**config.mk**
```make
export PLATFORM = sky130hd
export DESIGN_NAME = dip_fpu
export DESIGN_NICKNAME = d
export VERILOG_FILES = /design/src/dip_pkg.sv /design/src/dip_fpu.sv
export SDC_FILE = /design/constraint.sdc
export NUM_CORES = 2
export LEC_CHECK = 0
export BUFFER_PORTS_ARGS = -buffer_cell sky130_fd_sc_hd__buf_2
export CORE_MARGIN = 10
export CORE_UTILIZATION = 43
export CTS_BUF_LIST = sky130_fd_sc_hd__clkbuf_4
export DETAILED_ROUTE_END_ITERATION = 16
export GPL_ROUTABILITY_DRIVEN = 1
export PLACE_DENSITY = 0.61
export SYNTH_ARGS = -nofsm -noshare
export SYNTH_HDL_FRONTEND = slang
export SYNTH_SLANG_ARGS = --single-unit
```
**constraint.sdc**
```tcl
create_clock -name clk -period 18 [get_ports clk]
set_clock_uncertainty 0.05 [all_clocks]
set_input_delay 3.6 -clock clk [delete_from_list [all_inputs] [get_ports clk]]
set_output_delay 3.6 -clock clk [all_outputs]
set_load 0.05 [all_outputs]
```
**src/dip_pkg.sv**
```systemverilog
`default_nettype none
// ----------------------------------------------------------------------------
// dip_pkg
// Shared types, constants and the rounding function of the double power block.
// ----------------------------------------------------------------------------
package dip_pkg;

    localparam logic [62:0] TOL_RESET  = 63'h3E7AD7F29ABCAF48;
    localparam logic [63:0] ONE_BITS   = 64'h3FF0000000000000;
    localparam logic [62:0] INF_MAG    = 63'h7FF0000000000000;
    localparam logic [63:0] QNAN_BITS  = 64'hFFF8000000000000;
    localparam logic [63:0] QUIET_BIT  = 64'h0008000000000000;
    localparam int          STEP_W     = 6;
    localparam logic [5:0]  DIV_STEPS  = 6'd54;
    localparam logic [5:0]  MUL_STEPS  = 6'd4;

    typedef enum logic {
        OP_MUL = 1'b0,
        OP_DIV = 1'b1
    } fpu_op_t;

    typedef struct packed {
        logic    start;
        fpu_op_t op;
    } fpu_req_t;

    typedef struct packed {
        logic done;
    } fpu_rsp_t;

    // Rounds p * 2^(x - 1127), with an extra sticky bit, to a double.
    function automatic logic [63:0] round_pack(
        input logic               sign,
        input logic signed [13:0] x,
        input logic [105:0]       p,
        input logic               stk
    );
        logic signed [13:0] r;
        logic signed [13:0] s_wide;
        logic [6:0]         s;
        logic [105:0]       shifted;
        logic [105:0]       gtmp;
        logic [105:0]       mask;
        logic [53:0]        m;
        logic [54:0]        mr;
        logic               g;
        logic               sticky;
        logic [10:0]        expf;
        logic [62:0]        mag;
        begin
            r = x + {13'd0, p[105]};
            if (r >= 14'sd1)
            begin
                s_wide = 14'sd52 + {13'd0, p[105]};
            end
            else
            begin
                s_wide = 14'sd53 + {13'd0, p[105]} - r;
            end
            if (s_wide > 14'sd110)
            begin
                s = 7'd110;
            end
            else
            begin
                s = s_wide[6:0];
            end
            shifted = p >> s;
            gtmp    = p >> (s - 7'd1);
            mask    = (106'd1 << (s - 7'd1)) - 106'd1;
            m       = shifted[53:0];
            g       = gtmp[0];
            sticky  = stk | ((p & mask) != 106'd0);
            mr      = {1'b0, m} + {54'd0, g & (sticky | m[0])};
            if (r >= 14'sd1)
            begin
                expf = r[10:0] - 11'd1;
            end
            else
            begin
                expf = 11'd0;
            end
            mag = {expf, 52'd0} + {8'd0, mr};
            if (r > 14'sd2046)
            begin
                round_pack = {sign, INF_MAG};
            end
            else
            begin
                round_pack = {sign, mag};
            end
        end
    endfunction

endpackage
`default_nettype wire

```
**src/dip_fpu.sv**
```systemverilog
`default_nettype none
// ----------------------------------------------------------------------------
// dip_fpu
// Iterative double multiplier and reciprocal unit shared by the sequencer.
// ----------------------------------------------------------------------------
module dip_fpu (
    input  wire logic             clk,
    input  wire logic             rst_n,
    input  wire dip_pkg::fpu_req_t req,
    input  wire logic [63:0]      a,
    input  wire logic [63:0]      b,
    output dip_pkg::fpu_rsp_t     rsp,
    output logic [63:0]           res
);

    typedef enum logic [6:0] {
        U_IDLE   = 7'b0000001,
        U_NORM_A = 7'b0000010,
        U_NORM_B = 7'b0000100,
        U_MUL    = 7'b0001000,
        U_DIV    = 7'b0010000,
        U_ROUND  = 7'b0100000,
        U_DONE   = 7'b1000000
    } ustate_t;

    ustate_t            state_reg, state_next;
    dip_pkg::fpu_op_t   op_reg, op_next;
    logic [52:0]        ma_reg, ma_next;
    logic [52:0]        mb_reg, mb_next;
    logic signed [13:0] ea_reg, ea_next;
    logic signed [13:0] eb_reg, eb_next;
    logic signed [13:0] x_reg, x_next;
    logic               sign_reg, sign_next;
    logic               stk_reg, stk_next;
    logic [105:0]       acc_reg, acc_next;
    logic [53:0]        pp_reg, pp_next;
    logic [1:0]         ppsh_reg, ppsh_next;
    logic [5:0]         step_reg, step_next;
    logic [53:0]        rem_reg, rem_next;
    logic [54:0]        q_reg, q_next;
    logic [63:0]        res_reg, res_next;

    logic        a_nan, b_nan, a_inf, b_inf, a_zero, b_zero;
    logic [26:0] opx, opy;
    logic [105:0] pp_shifted;

    assign a_nan  = (a[62:52] == 11'h7FF) && (a[51:0] != 52'd0);
    assign b_nan  = (b[62:52] == 11'h7FF) && (b[51:0] != 52'd0);
    assign a_inf  = (a[62:52] == 11'h7FF) && (a[51:0] == 52'd0);
    assign b_inf  = (b[62:52] == 11'h7FF) && (b[51:0] == 52'd0);
    assign a_zero = (a[62:0] == 63'd0);
    assign b_zero = (b[62:0] == 63'd0);

    assign opx = step_reg[1] ? {1'b0, ma_reg[52:27]} : ma_reg[26:0];
    assign opy = step_reg[0] ? {1'b0, mb_reg[52:27]} : mb_reg[26:0];

    always_comb
    begin
        case (ppsh_reg)
            2'd0:    pp_shifted = {52'd0, pp_reg};
            2'd1:    pp_shifted = {52'd0, pp_reg} << 27;
            default: pp_shifted = {52'd0, pp_reg} << 54;
        endcase
    end

    always_comb
    begin
        state_next = state_reg;
        op_next    = op_reg;
        ma_next    = ma_reg;
        mb_next    = mb_reg;
        ea_next    = ea_reg;
        eb_next    = eb_reg;
        x_next     = x_reg;
        sign_next  = sign_reg;
        stk_next   = stk_reg;
        acc_next   = acc_reg;
        pp_next    = pp_reg;
        ppsh_next  = ppsh_reg;
        step_next  = step_reg;
        rem_next   = rem_reg;
        q_next     = q_reg;
        res_next   = res_reg;
        case (state_reg)
            U_IDLE, U_DONE:
            begin
                state_next = U_IDLE;
                if (req.start)
                begin
                    op_next   = req.op;
                    ma_next   = {a[62:52] != 11'd0, a[51:0]};
                    mb_next   = {b[62:52] != 11'd0, b[51:0]};
                    ea_next   = (a[62:52] == 11'd0) ? 14'sd1 : {3'd0, a[62:52]};
                    eb_next   = (b[62:52] == 11'd0) ? 14'sd1 : {3'd0, b[62:52]};
                    state_next = U_NORM_A;
                    if (req.op == dip_pkg::OP_DIV)
                    begin
                        sign_next = a[63];
                        if (a_nan)
                        begin
                            res_next   = a | dip_pkg::QUIET_BIT;
                            state_next = U_DONE;
                        end
                        else if (a_inf)
                        begin
                            res_next   = {a[63], 63'd0};
                            state_next = U_DONE;
                        end
                        else if (a_zero)
                        begin
                            res_next   = {a[63], dip_pkg::INF_MAG};
                            state_next = U_DONE;
                        end
                    end
                    else
                    begin
                        sign_next = a[63] ^ b[63];
                        if (a_nan)
                        begin
                            res_next   = a | dip_pkg::QUIET_BIT;
                            state_next = U_DONE;
                        end
                        else if (b_nan)
                        begin
                            res_next   = b | dip_pkg::QUIET_BIT;
                            state_next = U_DONE;
                        end
                        else if ((a_inf && b_zero) || (b_inf && a_zero))
                        begin
                            res_next   = dip_pkg::QNAN_BITS;
                            state_next = U_DONE;
                        end
                        else if (a_inf || b_inf)
                        begin
                            res_next   = {a[63] ^ b[63], dip_pkg::INF_MAG};
                            state_next = U_DONE;
                        end
                        else if (a_zero || b_zero)
                        begin
                            res_next   = {a[63] ^ b[63], 63'd0};
                            state_next = U_DONE;
                        end
                    end
                end
            end
            U_NORM_A:
            begin
                if (ma_reg[52])
                begin
                    step_next = '0;
                    if (op_reg == dip_pkg::OP_DIV)
                    begin
                        rem_next   = 54'd1 << 52;
                        q_next     = '0;
                        state_next = U_DIV;
                    end
                    else
                    begin
                        state_next = U_NORM_B;
                    end
                end
                else
                begin
                    ma_next = ma_reg << 1;
                    ea_next = ea_reg - 14'sd1;
                end
            end
            U_NORM_B:
            begin
                if (mb_reg[52])
                begin
                    step_next  = '0;
                    acc_next   = '0;
                    state_next = U_MUL;
                end
                else
                begin
                    mb_next = mb_reg << 1;
                    eb_next = eb_reg - 14'sd1;
                end
            end
            U_MUL:
            begin
                pp_next   = {27'd0, opx} * {27'd0, opy};
                ppsh_next = (step_reg == 6'd0) ? 2'd0 : ((step_reg == 6'd3) ? 2'd2 : 2'd1);
                if (step_reg != 6'd0)
                begin
                    acc_next = acc_reg + pp_shifted;
                end
                step_next = step_reg + 6'd1;
                if (step_reg == dip_pkg::MUL_STEPS)
                begin
                    x_next     = ea_reg + eb_reg - 14'sd1023;
                    stk_next   = 1'b0;
                    state_next = U_ROUND;
                end
            end
            U_DIV:
            begin
                if (rem_reg >= {1'b0, ma_reg})
                begin
                    q_next   = {q_reg[53:0], 1'b1};
                    rem_next = (rem_reg - {1'b0, ma_reg}) << 1;
                end
                else
                begin
                    q_next   = {q_reg[53:0], 1'b0};
                    rem_next = rem_reg << 1;
                end
                step_next = step_reg + 6'd1;
                if (step_reg == dip_pkg::DIV_STEPS)
                begin
                    state_next = U_ROUND;
                end
            end
            U_ROUND:
            begin
                if (op_reg == dip_pkg::OP_DIV)
                begin
                    res_next = dip_pkg::round_pack(sign_reg, 14'sd2045 - ea_reg,
                                                   {q_reg, 51'd0}, rem_reg != 54'd0);
                end
                else
                begin
                    res_next = dip_pkg::round_pack(sign_reg, x_reg, acc_reg, stk_reg);
                end
                state_next = U_DONE;
            end
            default:
            begin
                state_next = U_IDLE;
            end
        endcase
    end

    always_ff @(posedge clk or negedge rst_n)
    begin
        if (!rst_n)
        begin
            state_reg <= U_IDLE;
        end
        else
        begin
            state_reg <= state_next;
        end
    end

    always_ff @(posedge clk)
    begin
        op_reg   <= op_next;
        ma_reg   <= ma_next;
        mb_reg   <= mb_next;
        ea_reg   <= ea_next;
        eb_reg   <= eb_next;
        x_reg    <= x_next;
        sign_reg <= sign_next;
        stk_reg  <= stk_next;
        acc_reg  <= acc_next;
        pp_reg   <= pp_next;
        ppsh_reg <= ppsh_next;
        step_reg <= step_next;
        rem_reg  <= rem_next;
        q_reg    <= q_next;
        res_reg  <= res_next;
    end

    assign rsp.done = (state_reg == U_DONE);
    assign res      = res_reg;

endmodule
`default_nettype wire

```
# Yosys cells after proc, flatten, opt, wreduce, memory -nomap -nowiden
# Cells that the tools add are included.
[word_totals] ff_bits=498 in_bits=132 word_cells=214
[classes] n_addsub=26 n_mul=1 order_cmp=7 n_eq_ne=24 shift=6 n_mux=81 n_bitwise=8 n_reduce_logical=44
[op_table] cell="64-bit two-way mux" n=10
[op_table] cell="106-bit case mux with 2 select lines" n=2
[op_table] cell="106-bit bitwise AND" n=2
[op_table] cell="106-bit two-way mux" n=2
[op_table] cell="53-bit two-way mux" n=4
[op_table] cell="53-bit case mux with 2 select lines" n=2
[op_table] cell="106-bit nonzero test" n=2
[op_table] cell="1-bit by 7-bit left shift with 106-bit output, first input constant" n=2
[op_table] cell="106-bit by 7-bit >> shifter with 1-bit output" n=2
[op_table] cell="106-bit by 7-bit >> shifter with 54-bit output" n=2
[op_table] cell="106-bit by 1-bit subtractor with 106-bit output, second input constant" n=2
[op_table] cell="63-bit two-way mux" n=3
[op_table] cell="54-bit two-way mux" n=3
[op_table] cell="14-bit two-way mux" n=10
[op_table] cell="7-bit two-way mux" n=20
[op_table] cell="64-bit case mux with 2 select lines" n=1
[op_table] cell="63-bit by 55-bit adder with 63-bit output" n=2
[op_table] cell="63-bit zero test" n=2
[op_table] cell="54-bit by 1-bit adder with 55-bit output" n=2
[op_table] cell="55-bit two-way mux" n=2
[op_table] cell="55-bit case mux with 2 select lines" n=1
[op_table] cell="54-bit case mux with 2 select lines" n=1
[op_table] cell="106-bit adder" n=1
[op_table] cell="52-bit zero test" n=2
[op_table] cell="58 further kinds" n=115

# Depth between registers and ports, before layout
[logic_depth] ltp_word=23 mapped_depth=42 mapped_depth_nobuf=36

# Least setup slack after synthesis
# Ideal clock, no wire load.
[synth_path] kind="flip-flop to flip-flop" from="reg acc_reg[105]" to="reg res_reg[38] (netlist: res[38]) (data pin)" setup_time_ns=0.262 arrival_time_ns=8.896 required_ns=17.688 slack_ns=8.793 stages_incl_launch_ff=42 n_path_buf=9 path_cell_list="edfxtp_1 -> ha_1 -> ha_1 -> buf_4 -> nand4_1 -> nor2_1 -> xnor2_1 -> nand3_1 -> nor4b_2 -> o21a_1 -> buf_4 -> and3_1 -> nor2_1 -> clkinv_1 -> clkbuf_1 -> clkbuf_1 -> buf_1 -> ha_1 -> [... 6 more ...] -> nand3_1 -> clkbuf_1 -> nor2_1 -> a22o_1 -> a221oi_1 -> a211oi_1 -> nor4b_2 -> o31a_1 -> ha_1 -> inv_1 -> a211oi_2 -> nand4_1 -> nor4b_2 -> buf_2 -> nand3b_1 -> xor2_1 -> a221oi_1 -> nor2_1"
[synth_via] elab_chain_len=21 word_cells_on_any_way=27
[synth_rtl] item="from (decl)" line="dip_fpu.sv:35" source="logic [105:0] acc_reg, acc_next;"
[synth_rtl] item="from (signal assigned)" line="dip_fpu.sv:258" source="acc_reg <= acc_next;"
[synth_rtl] item="14-bit by 1-bit adder with 14-bit output or 6-bit by 1-bit adder with 7-bit output (tied branches)" line="dip_pkg.sv:51, dip_pkg.sv:58"
[synth_rtl] item="7-bit by 14-bit subtractor with 14-bit output or 14-bit by 2-bit greater-or-equal comparator with 1-bit output (tied branches)" line="dip_pkg.sv:58, dip_pkg.sv:52"
[synth_rtl] item="14-bit two-way mux" line="dip_pkg.sv:52" source="if (r >= 14'sd1)"
[synth_rtl] item="14-bit two-way mux" line="dip_fpu.sv:218" source="if (op_reg == dip_pkg::OP_DIV)"
[synth_rtl] item="14-bit two-way mux" line="dip_fpu.sv:84" source="case (state_reg)"
[synth_rtl] item="14-bit by 8-bit greater-than comparator with 1-bit output" line="dip_pkg.sv:60" source="if (s_wide > 14'sd110)"
[synth_rtl] item="7-bit two-way mux" line="dip_pkg.sv:60"
[synth_rtl] item="7-bit two-way mux" line="dip_fpu.sv:218"
[synth_rtl] item="[... 6 more ...]"
[synth_rtl] item="1-bit OR" line="dip_pkg.sv:74" source="mr = {1'b0, m} + {54'd0, g & (sticky | m[0])};"
[synth_rtl] item="1-bit bitwise AND" line="dip_pkg.sv:74"
[synth_rtl] item="54-bit by 1-bit adder with 55-bit output" line="dip_pkg.sv:74"
[synth_rtl] item="63-bit by 55-bit adder with 63-bit output" line="dip_pkg.sv:83" source="mag = {expf, 52'd0} + {8'd0, mr};"
[synth_rtl] item="63-bit two-way mux (*)" line="dip_pkg.sv:84" source="if (r > 14'sd2046)"
[synth_rtl] item="63-bit two-way mux (*)" line="dip_fpu.sv:218"
[synth_rtl] item="64-bit case mux with 2 select lines (*)" line="dip_fpu.sv:84"
[synth_rtl] item="net res_next[38]" line="dip_fpu.sv:41" source="logic [63:0] res_reg, res_next;"
[synth_rtl] item="to (signal assigned)" line="dip_fpu.sv:264" source="res_reg <= res_next;"
[synth_rtl] item="to (decl)" line="dip_fpu.sv:41"
# The timed path passes the listed nets; every way through them passes the cells marked *. The select of a mux whose other input is x is not followed.
# A chain may end at the register's enable or synchronous reset.

# Final worst setup path
[layout_path] from="reg x_reg[0]" to="reg res_reg[38] (netlist: res[38]) (data pin)"
[layout_via] elab_chain_len=21 word_cells_on_any_way=25
[layout_rtl] item="from (decl)" line="dip_fpu.sv:32" source="logic signed [13:0] x_reg, x_next;"
[layout_rtl] item="from (signal assigned)" line="dip_fpu.sv:255" source="x_reg <= x_next;"
[layout_rtl] item="14-bit by 1-bit adder with 14-bit output (*)" line="dip_pkg.sv:51" source="r = x + {13'd0, p[105]};"
[layout_rtl] item="7-bit by 14-bit subtractor with 14-bit output or 14-bit by 2-bit greater-or-equal comparator with 1-bit output (tied branches)" line="dip_pkg.sv:58, dip_pkg.sv:52"
[layout_rtl] item="14-bit two-way mux" line="dip_pkg.sv:52"
[layout_rtl] item="14-bit two-way mux" line="dip_fpu.sv:218"
[layout_rtl] item="14-bit two-way mux" line="dip_fpu.sv:84"
[layout_rtl] item="14-bit by 8-bit greater-than comparator with 1-bit output" line="dip_pkg.sv:60"
[layout_rtl] item="7-bit two-way mux" line="dip_pkg.sv:60"
[layout_rtl] item="7-bit two-way mux" line="dip_fpu.sv:218"
[layout_rtl] item="[... 6 more ...]"
[layout_rtl] item="1-bit OR" line="dip_pkg.sv:74"
[layout_rtl] item="1-bit bitwise AND" line="dip_pkg.sv:74"
[layout_rtl] item="54-bit by 1-bit adder with 55-bit output" line="dip_pkg.sv:74"
[layout_rtl] item="63-bit by 55-bit adder with 63-bit output" line="dip_pkg.sv:83"
[layout_rtl] item="63-bit two-way mux (*)" line="dip_pkg.sv:84"
[layout_rtl] item="63-bit two-way mux (*)" line="dip_fpu.sv:218"
[layout_rtl] item="64-bit case mux with 2 select lines (*)" line="dip_fpu.sv:84"
[layout_rtl] item="net res_next[38]" line="dip_fpu.sv:41"
# Marks and branches as above.

==> flow_summary.yaml <==
routing:
  top_layer_used: "met5"
  vias_per_cell: 7.06
  drt_wl_total_um: 513000
  firstDrtPassIters: 10
  wl_met2_um: 217000
  met3_length_um: 62100
  drcViolationCount: 0
  wire_per_inst_um: 36.8
  drt-initial-drc-count: 16020
  drtAntennaViolNets: 0
  vias: 98369
  m1WireLength_um: 181000
die:
  start_util: 0.432
  io_pins: 197
  dieArea_sq_um: 221000
  die_w_um: 470
  die_h_um: 470
  core.rowCount: 165
  coreArea_sq_um: 202000
logic_synthesis:
  syn-num-nets: 12380
  ys.warnings.count: 0
  netlist.area_leader.share: 0.169
  synth_ff_type: "edfxtp_1"
  ys_top_cells_by_area: "edfxtp_1 17%, fa_1 14%, nand2_1 6.5%"
  syn_inst: 11209
  synth_edf_count: 490
  synthArstFlopShare: 0.0141
  synth_sequential_area_ratio: 0.171
  syn_area_sq_um: 87200
  yosysTopAreaCell: "edfxtp_1"
  synth_cell_types: 141
  postSynthRegisterBits: 497
  synth_area_per_cell_sq_um: 7.78
finish:
  seq_area_sq_um: 14900
  drive_gt1_frac: 0.0998
  final_nets: 12313
  fill_cells: 20091
  area_growth_pct: 6.96
  largest_register_ffs: 106
  multiInputGateArea_sq_um: 66100
timing:
  fmax_mhz: 74.6
  finalCritPeriodShare: 0.745
  slew_viol_final: 0
  setup_violations: 0
  final.setup.tns_ns: 0
  worst_slew_pin_slew_ns: 1.39
  hold_violations: 0
  rsz0062_at_grt: "false"
  slew_headroom: 0.0662
  period_needed_ns: 13.41
critical_path:
  slowest_stage: "nor4b_2"
  critPathBufInv: 8
  cp.arrival_ns: 14.30
  crit_top_cell: "buf_4"
  start_kind: "flop"
  crit_required_ns: 18.90
  cpLargestDelayFamily: "simple AND/OR/NAND/NOR gates"
  path_class: "flop to flop"
  cpPeakStageDelay_ns: 0.84
  crit_path_end_kind: "flop"
  worstPathMaxFanout: 44
clock_tree:
  clock_path_buffers: 3
  postCtsSetupBuffers: 0
  cts-root-buf: "clkbuf_4"
  hold_buffers: 0
  clock_sinks: 497
  numCtsBuffers: 141
  path_clk_slew_ns: 0.07
  htreeDepth: 4
  cts_tree: "done"
  ctsResizeCount: 0
  clock_latency_ns: 1.27
global_routing:
  grt_pass1_vias: 93806
  grt_max_degree: 85
  grt_first_pass_wirelength_um: 712000
  antenna_found_initial: 35
  grt_usage: 0.440
  grt_overflow: 0
status:
  status: "finished clean"
min_path:
  hold_class: "flop to flop"
placed_design:
  io_buffers: 196
  place.gp.congestion: 1.10
  detailed_place_hpwl_um: 395000
run:
  cap_viol_max_count: 0
==> per-stage QoR <==
stage | cells | area [sq um] | setup WS (ns) | hold slack [ns] | util
finish | 13941 | 93200 | 4.59 | 0.484 | 0.462
floorplan | 11209 | 87200 | 8.79 | 0.446 | -
detailed placement | 13670 | 91400 | 5.32 | 0.469 | 0.453
global placement | 13670 | 91400 | 5.27 | 0.462 | 0.453
CTS | 13912 | 93100 | 5.21 | 0.486 | 0.461
global route | 13921 | 93200 | 4.31 | 0.509 | 0.462
==> synthesized netlist by cell type (40+ instances only) <==
master    instances
or2_2            41
ha_1            412
o31ai_1         120
a21boi_0         44
a221oi_1        113
o221ai_1         40
o21ai_0         605
nand4_1         189
buf_1            65
mux2_2           43
fa_1            627
nand3_1         368
o21ai_1          44
a211oi_1        229
or3_1            65
a31oi_1         113
and2_1          152
a22oi_1          97
o32ai_1          46
edfxtp_1        490
xnor2_1         274
o21a_1           49
nor4_1          136
nand2b_1         53
mux2i_1         253
o22ai_1         113
a21o_1          144
xor2_1          144
and3_1           96
inv_1           919
nor2_1         1027
nand2_1        1517
buf_4            66
o311ai_0         61
nor3_1          276
buf_2           127
a22o_1           62
a21oi_1         632
nor2b_1          87
clkbuf_1        483
o211ai_1         86
==> kinds of logic (layout without fill, tap and decap cells) <==
| group | after synthesis | count (layout) | synth area share |
|---|---|---|---|
| AND/OR/NAND/NOR | 4185 | 4185 | 0.225 |
| AO/OA/AOI/OAI | 3071 | 3071 | 0.241 |
| buffers and inverters | 1681 | 1713 | 0.0782 |
| adder cells (fa/ha/maj) | 1039 | 1039 | 0.203 |
| flip-flops | 497 | 497 | 0.171 |
| XOR/XNOR | 421 | 421 | 0.0426 |
| multiplexers | 315 | 315 | 0.0393 |
| other | 0 | 28 | 0 |
==> worst register-to-register path: cells and delay by family, from the launching register on <==
family | cells | cell delay (ns)
flip-flops | 1 | 0.81
AND/OR/NAND/NOR | 12 | 4.70
buffers and inverters | 8 | 2.49
AO/OA/AOI/OAI | 10 | 3.05
adder cells (fa/ha/maj) | 4 | 1.66
XOR/XNOR | 2 | 0.34
==> layout make-up <==
type,instances,share of cell area
clock inverters,52,0.00338
multi-input cells,9031,0.709
inverters,925,0.0373
clock buffers,190,0.0153
flip-flops and latches,497,0.160
well taps,2672,0.0359
diodes,28,0.000752
repair buffers,546,0.0387
==> layer usage <==
layer | global-route usage | up-vias
met1 | 0.524 | 47944
met2 | 0.664 | 7866
met5 | 0 | -
met4 | 0.354 | 4
met3 | 0.124 | 2177
li1 | - | 40378
==> worst paths after layout <==
path / startpoint / to / slack, ns / cells past startpoint
min in group asynchronous: rst_n / state_reg[2] / 2.19 / 1
min reg2reg: sign_reg / res[63] / 0.48 / 2
max: x_reg[0] / res[38] / 4.59 / 36
max in group asynchronous: rst_n / state_reg[0] / 15.46 / 1
max reg2reg: x_reg[0] / res[38] / 4.59 / 36
min: sign_reg / res[63] / 0.48 / 2
==> cells in the final DEF, fill, tap and decap left out, types with 190 or more instances in the layout <==
| master | count |
|---|---|
| nand2_1 | 1516 |
| nor2_1 | 1016 |
| inv_1 | 918 |
| a21oi_1 | 628 |
| fa_1 | 627 |
| o21ai_0 | 591 |
| edfxtp_1 | 490 |
| ha_1 | 411 |
| nand3_1 | 365 |
| buf_4 | 350 |
| xnor2_1 | 274 |
| nor3_1 | 267 |
| mux2i_1 | 245 |
| a211oi_1 | 229 |
| buf_2 | 196 |
| clkbuf_4 | 190 |
Power is left out: the tool's default activity adds up to more than one toggle a clock period on the data nets, which glitch-free logic cannot reach.
